$ cat config.mk
export PLATFORM = sky130hd
export DESIGN_NAME = rms_level_trigger
export DESIGN_NICKNAME = d
export VERILOG_FILES = /design/src/hw/rtl/rlt_pkg.sv /design/src/hw/rtl/rlt_square.sv /design/src/hw/rtl/rlt_divide.sv /design/src/hw/rtl/rlt_root.sv /design/src/hw/rtl/rlt_smooth.sv /design/src/hw/rtl/rms_level_trigger.sv
export SDC_FILE = /design/constraint.sdc
export NUM_CORES = 1
export LEC_CHECK = 0
export ABC_AREA = 0
export BUFFER_PORTS_ARGS = -buffer_cell sky130_fd_sc_hd__buf_4
export CAP_MARGIN = 10
export CORE_MARGIN = 10
export CORE_UTILIZATION = 60
export CTS_CLUSTER_DIAMETER = 200
export DETAILED_ROUTE_END_ITERATION = 8
export PLACE_DENSITY = 0.8
export SLEW_MARGIN = 25
export SYNTH_ARGS = -nofsm -noshare
export SYNTH_HDL_FRONTEND = slang
export SYNTH_SLANG_ARGS = --single-unit
$ cat constraint.sdc
create_clock -name clk_i -period 4.2 [get_ports clk_i]
set_clock_uncertainty 0.2 [all_clocks]
set_input_delay 0.21 -clock clk_i [delete_from_list [all_inputs] [get_ports clk_i]]
set_output_delay 0.21 -clock clk_i [all_outputs]
set_load 0.005 [all_outputs]
$ cat src/hw/rtl/rlt_pkg.sv
`timescale 1ns / 1ps

package rlt_pkg;

  localparam int unsigned SampleW = 16;
  localparam int unsigned LevelW  = 16;
  localparam int unsigned SumW    = 37;
  // a squared halved sample never exceeds 2^28
  localparam int unsigned SqW     = 30;
  // the mean of the squares fits in 29 bits
  localparam int unsigned QuoW    = 29;
  localparam int unsigned RootW   = 16;
  localparam int unsigned SmAccW  = 18;

  localparam logic [LevelW-1:0] WKeep          = 16'd60948;
  localparam logic [LevelW-1:0] WNew           = 16'd4588;
  localparam logic [LevelW-1:0] RoundHalf      = 16'd32768;
  localparam logic [LevelW-1:0] ThresholdReset = 16'd16384;

  typedef enum logic [2:0] {
    S_IDLE,
    S_SQUARE,
    S_LOAD,
    S_DIVIDE,
    S_ROOT,
    S_SMOOTH,
    S_EMIT
  } state_e;

endpackage

$ cat src/hw/rtl/rlt_square.sv
`timescale 1ns / 1ps

// Bit-serial squarer: |s| * |s| one multiplier bit per cycle, then drop two bits.
module rlt_square (
  input  logic                           clk_i,
  input  logic                           rst_ni,
  input  logic                           start_i,
  input  logic signed [rlt_pkg::SampleW-1:0] sample_i,
  output logic [rlt_pkg::SqW-1:0]        sq_o,
  output logic                           done_o
);

  localparam int unsigned StepW = $clog2(rlt_pkg::SampleW);
  localparam logic [StepW-1:0] LastStep = StepW'(rlt_pkg::SampleW - 1);

  logic [rlt_pkg::SampleW-1:0]   mag;
  logic [rlt_pkg::SampleW-1:0]   mcand_q, mcand_d;
  logic [rlt_pkg::SampleW-1:0]   mplier_q, mplier_d;
  logic [2*rlt_pkg::SampleW-1:0] prod_q, prod_d;
  logic [rlt_pkg::SampleW:0]     part_sum;
  logic [StepW-1:0]              step_q, step_d;
  logic                          busy_q, busy_d;
  logic                          done_q, done_d;

  // the most negative sample wraps to 0x8000, which reads correctly as unsigned
  assign mag = sample_i[rlt_pkg::SampleW-1] ? rlt_pkg::SampleW'(-sample_i)
                                           : rlt_pkg::SampleW'(sample_i);

  assign part_sum = {1'b0, prod_q[2*rlt_pkg::SampleW-1:rlt_pkg::SampleW]}
                  + (mplier_q[0] ? {1'b0, mcand_q} : '0);

  always_comb begin
    mcand_d  = mcand_q;
    mplier_d = mplier_q;
    prod_d   = prod_q;
    step_d   = step_q;
    busy_d   = busy_q;
    done_d   = done_q;
    if (start_i) begin
      mcand_d  = mag;
      mplier_d = mag;
      prod_d   = '0;
      step_d   = '0;
      busy_d   = 1'b1;
      done_d   = 1'b0;
    end else if (busy_q) begin
      prod_d   = {part_sum, prod_q[rlt_pkg::SampleW-1:1]};
      mplier_d = mplier_q >> 1;
      step_d   = step_q + StepW'(1);
      if (step_q == LastStep) begin
        busy_d = 1'b0;
        done_d = 1'b1;
      end
    end
  end

  always_ff @(posedge clk_i or negedge rst_ni) begin
    if (!rst_ni) begin
      busy_q <= 1'b0;
      done_q <= 1'b0;
      step_q <= '0;
    end else begin
      busy_q <= busy_d;
      done_q <= done_d;
      step_q <= step_d;
    end
  end

  always_ff @(posedge clk_i) begin
    mcand_q  <= mcand_d;
    mplier_q <= mplier_d;
    prod_q   <= prod_d;
  end

  assign sq_o   = prod_q[2*rlt_pkg::SampleW-1:2];
  assign done_o = done_q;

endmodule

$ cat src/hw/rtl/rlt_divide.sv
`timescale 1ns / 1ps

// Restoring divider, one quotient bit per cycle. The upper dividend bits are
// below the divisor, so only the low quotient bits are developed.
module rlt_divide #(
  parameter int unsigned CntW = 9
) (
  input  logic                      clk_i,
  input  logic                      rst_ni,
  input  logic                      start_i,
  input  logic [rlt_pkg::SumW-1:0]  dividend_i,
  input  logic [CntW-1:0]           divisor_i,
  output logic [rlt_pkg::QuoW-1:0]  quo_o,
  output logic                      done_o
);

  localparam int unsigned StepW = $clog2(rlt_pkg::QuoW);
  localparam logic [StepW-1:0] LastStep = StepW'(rlt_pkg::QuoW - 1);

  logic [rlt_pkg::SumW-1:0] high_part;
  logic [CntW-1:0]          rem_q, rem_d;
  logic [CntW-1:0]          dvs_q, dvs_d;
  logic [rlt_pkg::QuoW-1:0] quo_q, quo_d;
  logic [CntW:0]            trial;
  logic [CntW:0]            diff;
  logic                     fits;
  logic [StepW-1:0]         step_q, step_d;
  logic                     busy_q, busy_d;
  logic                     done_q, done_d;

  assign high_part = dividend_i >> rlt_pkg::QuoW;
  assign trial     = {rem_q, quo_q[rlt_pkg::QuoW-1]};
  assign fits      = (trial >= {1'b0, dvs_q});
  assign diff      = trial - {1'b0, dvs_q};

  always_comb begin
    rem_d  = rem_q;
    dvs_d  = dvs_q;
    quo_d  = quo_q;
    step_d = step_q;
    busy_d = busy_q;
    done_d = done_q;
    if (start_i) begin
      rem_d  = high_part[CntW-1:0];
      dvs_d  = divisor_i;
      quo_d  = dividend_i[rlt_pkg::QuoW-1:0];
      step_d = '0;
      busy_d = 1'b1;
      done_d = 1'b0;
    end else if (busy_q) begin
      // shift the next dividend bit out, the quotient bit in
      rem_d  = fits ? diff[CntW-1:0] : trial[CntW-1:0];
      quo_d  = {quo_q[rlt_pkg::QuoW-2:0], fits};
      step_d = step_q + StepW'(1);
      if (step_q == LastStep) begin
        busy_d = 1'b0;
        done_d = 1'b1;
      end
    end
  end

  always_ff @(posedge clk_i or negedge rst_ni) begin
    if (!rst_ni) begin
      busy_q <= 1'b0;
      done_q <= 1'b0;
      step_q <= '0;
    end else begin
      busy_q <= busy_d;
      done_q <= done_d;
      step_q <= step_d;
    end
  end

  always_ff @(posedge clk_i) begin
    rem_q <= rem_d;
    dvs_q <= dvs_d;
    quo_q <= quo_d;
  end

  assign quo_o  = quo_q;
  assign done_o = done_q;

endmodule

$ cat src/hw/rtl/rlt_root.sv
`timescale 1ns / 1ps

// Digit-by-digit square root of 4*mean, two radicand bits per cycle.
module rlt_root (
  input  logic                      clk_i,
  input  logic                      rst_ni,
  input  logic                      start_i,
  input  logic [rlt_pkg::QuoW-1:0]  mean_i,
  output logic [rlt_pkg::RootW-1:0] root_o,
  output logic                      done_o
);

  localparam int unsigned RadW  = 2 * rlt_pkg::RootW;
  localparam int unsigned RemW  = rlt_pkg::RootW + 1;
  localparam int unsigned StepW = $clog2(rlt_pkg::RootW);
  localparam logic [StepW-1:0] LastStep = StepW'(rlt_pkg::RootW - 1);

  logic [RadW-1:0]          rad_q, rad_d;
  logic [RemW-1:0]          rem_q, rem_d;
  logic [rlt_pkg::RootW-1:0] root_q, root_d;
  logic [RemW+1:0]          cand;
  logic [RemW+1:0]          trial;
  logic [RemW+1:0]          diff;
  logic                     fits;
  logic [StepW-1:0]         step_q, step_d;
  logic                     busy_q, busy_d;
  logic                     done_q, done_d;

  assign cand  = {rem_q, rad_q[RadW-1:RadW-2]};
  assign trial = {1'b0, root_q, 2'b01};
  assign fits  = (cand >= trial);
  assign diff  = cand - trial;

  always_comb begin
    rad_d  = rad_q;
    rem_d  = rem_q;
    root_d = root_q;
    step_d = step_q;
    busy_d = busy_q;
    done_d = done_q;
    if (start_i) begin
      rad_d  = {1'b0, mean_i, 2'b00};
      rem_d  = '0;
      root_d = '0;
      step_d = '0;
      busy_d = 1'b1;
      done_d = 1'b0;
    end else if (busy_q) begin
      // the partial remainder stays at most twice the partial root
      rem_d  = fits ? diff[RemW-1:0] : cand[RemW-1:0];
      root_d = {root_q[rlt_pkg::RootW-2:0], fits};
      rad_d  = rad_q << 2;
      step_d = step_q + StepW'(1);
      if (step_q == LastStep) begin
        busy_d = 1'b0;
        done_d = 1'b1;
      end
    end
  end

  always_ff @(posedge clk_i or negedge rst_ni) begin
    if (!rst_ni) begin
      busy_q <= 1'b0;
      done_q <= 1'b0;
      step_q <= '0;
    end else begin
      busy_q <= busy_d;
      done_q <= done_d;
      step_q <= step_d;
    end
  end

  always_ff @(posedge clk_i) begin
    rad_q  <= rad_d;
    rem_q  <= rem_d;
    root_q <= root_d;
  end

  assign root_o = root_q;
  assign done_o = done_q;

endmodule

$ cat src/hw/rtl/rlt_smooth.sv
`timescale 1ns / 1ps

// Bit-serial weighted sum (level*0.93 + rms*0.07, rounded half up).
// Each cycle add the weights for one bit of each operand, then halve.
module rlt_smooth (
  input  logic                       clk_i,
  input  logic                       rst_ni,
  input  logic                       start_i,
  input  logic [rlt_pkg::LevelW-1:0] level_i,
  input  logic [rlt_pkg::RootW-1:0]  rms_i,
  output logic [rlt_pkg::LevelW-1:0] level_o,
  output logic                       done_o
);

  localparam int unsigned StepW = $clog2(rlt_pkg::LevelW);
  localparam logic [StepW-1:0] LastStep = StepW'(rlt_pkg::LevelW - 1);

  logic [rlt_pkg::LevelW-1:0] lvl_q, lvl_d;
  logic [rlt_pkg::RootW-1:0]  rms_q, rms_d;
  logic [rlt_pkg::SmAccW-1:0] acc_q, acc_d;
  logic [rlt_pkg::SmAccW-1:0] total;
  logic [StepW-1:0]           step_q, step_d;
  logic                       busy_q, busy_d;
  logic                       done_q, done_d;

  assign total = acc_q
               + (lvl_q[0] ? rlt_pkg::SmAccW'(rlt_pkg::WKeep) : '0)
               + (rms_q[0] ? rlt_pkg::SmAccW'(rlt_pkg::WNew) : '0);

  always_comb begin
    lvl_d  = lvl_q;
    rms_d  = rms_q;
    acc_d  = acc_q;
    step_d = step_q;
    busy_d = busy_q;
    done_d = done_q;
    if (start_i) begin
      lvl_d  = level_i;
      rms_d  = rms_i;
      acc_d  = rlt_pkg::SmAccW'(rlt_pkg::RoundHalf);
      step_d = '0;
      busy_d = 1'b1;
      done_d = 1'b0;
    end else if (busy_q) begin
      acc_d  = total >> 1;
      lvl_d  = lvl_q >> 1;
      rms_d  = rms_q >> 1;
      step_d = step_q + StepW'(1);
      if (step_q == LastStep) begin
        busy_d = 1'b0;
        done_d = 1'b1;
      end
    end
  end

  always_ff @(posedge clk_i or negedge rst_ni) begin
    if (!rst_ni) begin
      busy_q <= 1'b0;
      done_q <= 1'b0;
      step_q <= '0;
    end else begin
      busy_q <= busy_d;
      done_q <= done_d;
      step_q <= step_d;
    end
  end

  always_ff @(posedge clk_i) begin
    lvl_q <= lvl_d;
    rms_q <= rms_d;
    acc_q <= acc_d;
  end

  // the weights sum to one, so the result stays within 16 bits
  assign level_o = acc_q[rlt_pkg::LevelW-1:0];
  assign done_o  = done_q;

endmodule

$ cat src/hw/rtl/rms_level_trigger.sv
`timescale 1ns / 1ps

// RMS level follower with a one-shot threshold trigger.
// Input words arrive on s_axis: tdata carries a signed 16-bit sample, tlast
// marks the last sample of a buffer. Each sample is squared bit-serially and
// added to a saturating sum; samples beyond MAX_BUFFER in one buffer are dropped.
// On the tlast word the sum is divided by the sample count (one bit a cycle),
// its square root taken (one result bit a cycle), and the smoothed level updated
// (one operand bit a cycle). One output word then appears on m_axis: tdata holds
// the 16-bit level, tuser the trigger flag. Words without tlast give no output.
// A sample that is squared holds s_axis_tready low after acceptance until the
// 16-step squarer is done; a dropped sample without tlast leaves it high. A
// tlast word then runs the 29-step divider, 16-step root and 16-step smoother,
// after which the result is registered on m_axis and m_axis_tvalid rises.
// The output sits in a register: a new buffer is accepted while it waits, and
// only the next finished result waits in place when m_axis_tready is low.
// cfg_wr_en_i writes cfg_wr_data_i into the threshold; write it while idle.
// Reset clears sum, count, level and arms the trigger; threshold returns to 0.25.
module rms_level_trigger #(
  parameter int unsigned MAX_BUFFER = 256
) (
  input  logic        clk_i,
  input  logic        rst_ni,
  input  logic        cfg_wr_en_i,
  input  logic [15:0] cfg_wr_data_i,   // threshold
  input  logic        s_axis_tvalid,
  output logic        s_axis_tready,
  input  logic [15:0] s_axis_tdata,    // sample
  input  logic        s_axis_tlast,    // end_of_buffer
  output logic        m_axis_tvalid,
  input  logic        m_axis_tready,
  output logic [15:0] m_axis_tdata,    // level
  output logic        m_axis_tuser     // trigger
);

  localparam int unsigned CntW = $clog2(MAX_BUFFER + 1);
  localparam logic [CntW-1:0] MaxCount = CntW'(MAX_BUFFER);

  rlt_pkg::state_e state_q, state_d;

  logic [rlt_pkg::SumW-1:0]   sum_q, sum_d;
  logic [rlt_pkg::SumW:0]     sum_ext;
  logic [CntW-1:0]            count_q, count_d;
  logic                       last_q, last_d;
  logic [rlt_pkg::LevelW-1:0] level_q;
  logic                       fired_q;
  logic [rlt_pkg::LevelW-1:0] thr_q;
  logic                       m_valid_q, m_valid_d;
  logic [rlt_pkg::LevelW-1:0] m_level_q;
  logic                       m_trig_q;

  logic                       in_accept;
  logic                       emit_load;
  logic                       sq_start, div_start, root_start, sm_start;
  logic                       sq_done, div_done, root_done, sm_done;
  logic [rlt_pkg::SqW-1:0]    sq;
  logic [rlt_pkg::QuoW-1:0]   mean;
  logic [rlt_pkg::RootW-1:0]  rms;
  logic [rlt_pkg::LevelW-1:0] new_level;
  logic                       trig;
  logic                       fired_next;

  rlt_square u_square (
    .clk_i    (clk_i),
    .rst_ni   (rst_ni),
    .start_i  (sq_start),
    .sample_i (s_axis_tdata),
    .sq_o     (sq),
    .done_o   (sq_done)
  );

  rlt_divide #(
    .CntW (CntW)
  ) u_divide (
    .clk_i      (clk_i),
    .rst_ni     (rst_ni),
    .start_i    (div_start),
    .dividend_i (sum_q),
    .divisor_i  (count_q),
    .quo_o      (mean),
    .done_o     (div_done)
  );

  rlt_root u_root (
    .clk_i   (clk_i),
    .rst_ni  (rst_ni),
    .start_i (root_start),
    .mean_i  (mean),
    .root_o  (rms),
    .done_o  (root_done)
  );

  rlt_smooth u_smooth (
    .clk_i   (clk_i),
    .rst_ni  (rst_ni),
    .start_i (sm_start),
    .level_i (level_q),
    .rms_i   (rms),
    .level_o (new_level),
    .done_o  (sm_done)
  );

  assign s_axis_tready = (state_q == rlt_pkg::S_IDLE);
  assign in_accept     = s_axis_tvalid && s_axis_tready;
  assign emit_load     = (state_q == rlt_pkg::S_EMIT) && (!m_valid_q || m_axis_tready);

  assign sum_ext    = {1'b0, sum_q} + (rlt_pkg::SumW + 1)'(sq);
  assign trig       = !fired_q && (new_level > thr_q);
  // fire first, then re-arm below the threshold
  assign fired_next = (fired_q || trig) && !(new_level < thr_q);

  always_comb begin
    state_d    = state_q;
    sum_d      = sum_q;
    count_d    = count_q;
    last_d     = last_q;
    sq_start   = 1'b0;
    div_start  = 1'b0;
    root_start = 1'b0;
    sm_start   = 1'b0;
    case (state_q)
      rlt_pkg::S_IDLE: begin
        if (in_accept) begin
          last_d = s_axis_tlast;
          if (count_q < MaxCount) begin
            sq_start = 1'b1;
            state_d  = rlt_pkg::S_SQUARE;
          end else if (s_axis_tlast) begin
            state_d = rlt_pkg::S_LOAD;
          end
        end
      end
      rlt_pkg::S_SQUARE: begin
        if (sq_done) begin
          // saturate the running sum
          sum_d   = sum_ext[rlt_pkg::SumW] ? '1 : sum_ext[rlt_pkg::SumW-1:0];
          count_d = count_q + CntW'(1);
          state_d = last_q ? rlt_pkg::S_LOAD : rlt_pkg::S_IDLE;
        end
      end
      rlt_pkg::S_LOAD: begin
        div_start = 1'b1;
        state_d   = rlt_pkg::S_DIVIDE;
      end
      rlt_pkg::S_DIVIDE: begin
        if (div_done) begin
          root_start = 1'b1;
          state_d    = rlt_pkg::S_ROOT;
        end
      end
      rlt_pkg::S_ROOT: begin
        if (root_done) begin
          sm_start = 1'b1;
          state_d  = rlt_pkg::S_SMOOTH;
        end
      end
      rlt_pkg::S_SMOOTH: begin
        if (sm_done) begin
          state_d = rlt_pkg::S_EMIT;
        end
      end
      rlt_pkg::S_EMIT: begin
        if (emit_load) begin
          sum_d   = '0;
          count_d = '0;
          state_d = rlt_pkg::S_IDLE;
        end
      end
      default: begin
        state_d = rlt_pkg::S_IDLE;
      end
    endcase
  end

  always_comb begin
    m_valid_d = m_valid_q;
    if (emit_load) begin
      m_valid_d = 1'b1;
    end else if (m_axis_tready) begin
      m_valid_d = 1'b0;
    end
  end

  always_ff @(posedge clk_i or negedge rst_ni) begin
    if (!rst_ni) begin
      state_q   <= rlt_pkg::S_IDLE;
      sum_q     <= '0;
      count_q   <= '0;
      last_q    <= 1'b0;
      level_q   <= '0;
      fired_q   <= 1'b0;
      thr_q     <= rlt_pkg::ThresholdReset;
      m_valid_q <= 1'b0;
    end else begin
      state_q   <= state_d;
      sum_q     <= sum_d;
      count_q   <= count_d;
      last_q    <= last_d;
      m_valid_q <= m_valid_d;
      if (cfg_wr_en_i) begin
        thr_q <= cfg_wr_data_i;
      end
      if (emit_load) begin
        level_q <= new_level;
        fired_q <= fired_next;
      end
    end
  end

  always_ff @(posedge clk_i) begin
    if (emit_load) begin
      m_level_q <= new_level;
      m_trig_q  <= trig;
    end
  end

  assign m_axis_tvalid = m_valid_q;
  assign m_axis_tdata  = m_level_q;
  assign m_axis_tuser  = m_trig_q;

  a_clear_after_emit : assert property (@(posedge clk_i) disable iff (!rst_ni)
    emit_load |=> (sum_q == '0) && (count_q == '0))
    else $error("sum or count not cleared after result");

  a_trigger_sets_fired : assert property (@(posedge clk_i) disable iff (!rst_ni)
    (emit_load && trig) |=> fired_q)
    else $error("trigger did not disarm the unit");

  a_rearm_below : assert property (@(posedge clk_i) disable iff (!rst_ni)
    (emit_load && (new_level < thr_q)) |=> !fired_q)
    else $error("unit not re-armed below threshold");

  a_full_drops : assert property (@(posedge clk_i) disable iff (!rst_ni)
    (in_accept && (count_q == MaxCount)) |=> (count_q == MaxCount))
    else $error("sample counted beyond buffer limit");

endmodule

==> run_results.csv <==
group,metric,value,unit
die,io_pins,57,
die,start_util,0.610,
sta,finalHoldViolations,0,
yosys,async_flop_share,0.314,
yosys,syn_area_per_cell,9.95,sq um
finish,fill_cells,2146,
worst_setup_path,slowest_stage,"a21boi_0",
clock_network,htree_levels,2,
finish,fin_area,21500,sq um
route,vias,14400,
clock_network,clock_latency,530,ps
clock_network,clock_sinks,347,
finish,nets,2151,
placed_design,placedInstanceArea,19400,sq um
worst_setup_path,critPathRequiredTime,4380,ps
grt,grt_pass1_wl,71600,um
yosys,yosysWarnings,0,
worst_setup_path,critPathLaunch,"sum_q[0]",
finish,fin_util,0.701,
placed_design,port_buffers,56,
route,routed_via_density,5.97,
job,drv_cap,0,
worst_setup_path,path_max_fanout,4,
sta,rsz0062_at_grt,"false",
grt,grtUsageTotal,0.221,
finish,layout-drive-gt1-share,0.105,
die,die_h,196,um
clock_network,clockBufferDepth,3,
sta,fin_crit,3540,ps
sta,tns,0,ps
route,ant_nets,0,
route,routed_wl,43300,um
die,die_area,38500,sq um
yosys,synth_seq_cells,347,
worst_setup_path,worst_r2r_startpoint,"sum_q[0]",
grt,gr-total-overflow,0,
route,route.detailed.drc,0,
route,drtIter0Drc,1002,
worst_setup_path,endpoint_kind,"flip-flop",
sta,worst_slack,656,ps
yosys,synth_top_family_by_area,"simple AND/OR/NAND/NOR gates",
power_and_ir_drop,power_leakage,0.00877,uW
die,rows,64,
die,die_w,196,um
grt,first_global_vias,14500,
die,coreArea,30600,sq um
hold_path,hold_class,"input port to asynchronous set/reset pin",
grt,grt_max_degree,57,
yosys,synth_nets,2041,
placed_design,gp_congestion,0.896,
yosys,synth_compound_area_frac,0.137,
sta,clock.fmax,282,MHz
yosys,synth_xor_area_frac,0.0456,
clock_network,cts_root_buffer,"clkbuf_16",
placed_design,hpwlAfterDp,27500,um
yosys,synth_simple_gate_area_frac,0.146,
grt,antenna_found_initial,1,
sta,worst_slew_margin_rel,0.406,
yosys,syn_inst,1875,
clock_network,postCtsResizedCells,0,
placed_design,preCtsSetupSlack,781,ps
worst_setup_path,max_stage_delay,490,ps
route,wl_per_cell,18.0,um
yosys,synth-edff-count,156,
worst_setup_path,crit_arrival,3720,ps
yosys,yosysTopAreaCell,"edfxtp_1",
worst_setup_path,crit_chain,"ha_1 -> inv_1 -> fa_1 -> nor2b_1 -> o21ai_0 -> a211o_1 -> o2bb2ai_1 -> a21boi_0 -> nand4_1 -> a32oi_1 -> mux2i_1 -> o211ai_1",
yosys,synthAdderAreaFrac,0.0879,
sta,worstMarginPinSlew,891,ps
yosys,synthTopCellsByArea,"edfxtp_1 (25%), dfrtp_1 (14%), dfxtp_1 (8.8%)",
power_and_ir_drop,ir_worst_vdd,282,uV
sta,report.final.setup_viol,0,
clock_network,numCtsBuffers,37,
yosys,netlist.area_leader.share,0.251,
run_status,status,"complete, no violations",
worst_setup_path,critPathKind,"flip-flop to flip-flop",
route,firstDrtPassIters,5,
yosys,seq_area_frac_synth,0.486,
worst_setup_path,start_kind,"flip-flop",
clock_network,clk_transition_reported_paths,60,ps
sta,slew_violations,0,
power_and_ir_drop,power,7210,uW
yosys,ys.flop_type,"edfxtp_1",
clock_network,cts_tree,"done",
yosys,muxShareOfSynthArea,0.0644,
sta,finalCritPeriodShare,0.844,
yosys,synth.distinct_cells,74,
finish,syn2layout_area_growth,15.1,%
yosys,syn_area,18600,sq um
power_and_ir_drop,p_per_area,336,nW/um^2
## flip-flops by register name (all words and copies together), names as in the netlist, 3 cells and up
signal and count:
count_q 9, level_q 16, m_axis_tdata 16, state_q 3
sum_q 37, thr_q 16, u_divide.dvs_q 9, u_divide.quo_o 29
u_divide.rem_q 9, u_divide.step_q 5, u_root.rad_q 30, u_root.rem_q 17
u_root.root_o 16, u_root.step_q 4, u_smooth.acc_q 17, u_smooth.lvl_q 16
u_smooth.rms_q 16, u_smooth.step_q 4, u_square.mcand_q 16, u_square.mplier_q 16
u_square.prod_q 30, u_square.step_q 4
## cell usage after synthesis (all sizes together), types with 23 or more instances
master,count
nor2,147
a31oi,34
clkbuf,62
xor2,44
nor3,24
nand2,301
dfrtp,108
a21o,36
edfxtp,156
mux2,48
and2,23
o21ai,104
xnor2,53
a21oi,143
mux2i,66
inv,86
dfxtp,82
ha,123
## metrics by stage
stage | instances | hold slack, ps
after floorplan | 1875 | -286
after global placement | 2268 | 118
after detailed placement | 2268 | 113
after CTS | 2410 | 87.5
after global routing | 2411 | 135
final | 2411 | 85.8
## worst max-delay path: cells and delay by family (launching register included)
| family | cells | cell delay (ps) |
|---|---|---|
| flip-flops | 1 | 380 |
| AO/OA/AOI/OAI | 6 | 1590 |
| buffers and inverters | 1 | 70 |
| adder cells (fa/ha/maj) | 2 | 610 |
| AND/OR/NAND/NOR | 2 | 330 |
| multiplexers | 1 | 240 |
## final timing paths
| kind | endpoint | slack [ps] | depth (start not counted) |
|---|---|---|---|
| hold / removal | u_smooth.step_q[2] | 90 | 2 |
| setup / recovery | sum_q[24] | 660 | 12 |
| setup reg to reg | sum_q[24] | 660 | 12 |
| hold reg to reg | m_axis_tdata[0] | 270 | 0 |
| min in group clk_i | u_square.prod_q[21] | 100 | 4 |
| max in group asynchronous | thr_q[14] | 2730 | 3 |
## layout make-up
cell class,count,area [sq um],area share
diodes,1,2.50,0.000117
inverters,87,327,0.0152
repair buffers,149,1300,0.0608
flip-flops and latches,347,9060,0.422
multi-input cells,1363,8970,0.418
well taps,396,495,0.0231
clock inverters,15,180,0.00840
clock buffers,53,1120,0.0522
## routing by layer
| layer | global-route usage | wire [um] | vias to the layer above |
|---|---|---|---|
| met3 | 0.0302 | 2450 | 127 |
| met1 | 0.269 | 17800 | 6903 |
| met5 | 0 | 0 | - |
| li1 | - | - | 6866 |
| met2 | 0.384 | 21500 | 486 |
| met4 | 0.0936 | 1550 | 0 |
## cells in the final DEF (no fill, tap or decap), types with 8 or more instances in the layout
cell type      count
nor3_1            24
o21ai_0          101
nor2b_1           19
xor2_1            44
and2_1            23
and3_1            10
a31oi_1           34
ha_1             123
edfxtp_1         156
dfxtp_1           82
nand2b_1          15
dfrtp_1          106
a211o_1            8
inv_1             86
o31ai_1            9
o21a_1             8
buf_4             75
nand3_1           18
mux2i_1           66
mux2_2            48
xnor2_1           53
nand4_1           19
nand2_1          301
nor2_1           146
a21o_1            36
or3_1             10
a211oi_1          12
clkbuf_16         40
dlygate4sd3_1     74
a21oi_1          138
## power breakdown
part	switching, uW	leakage [uW]	total, uW	internal, uW
registers	6.41	0.00313	3540	3530
clock network	1350	0.000646	3460	2110
logic	102	0.00499	211	109
## cells by family (layout without fill, tap and decap cells)
logic type,count (synthesis),in the layout
buffers and inverters,165,304
multiplexers,114,114
other,0,1
AO/OA/AOI/OAI,408,408
adder cells (fa/ha/maj),128,128
flip-flops,347,347
XOR/XNOR,97,97
AND/OR/NAND/NOR,616,616
## repair_timing
| item | 4_1_cts | 5_1_grt |
|---|---|---|
| hold buffers | 74 | 0 |
| endpoints found under the hold margin | 98 | 0 |
| buffers inserted | 0 | 0 |
(Power assumes the default switching activity.)
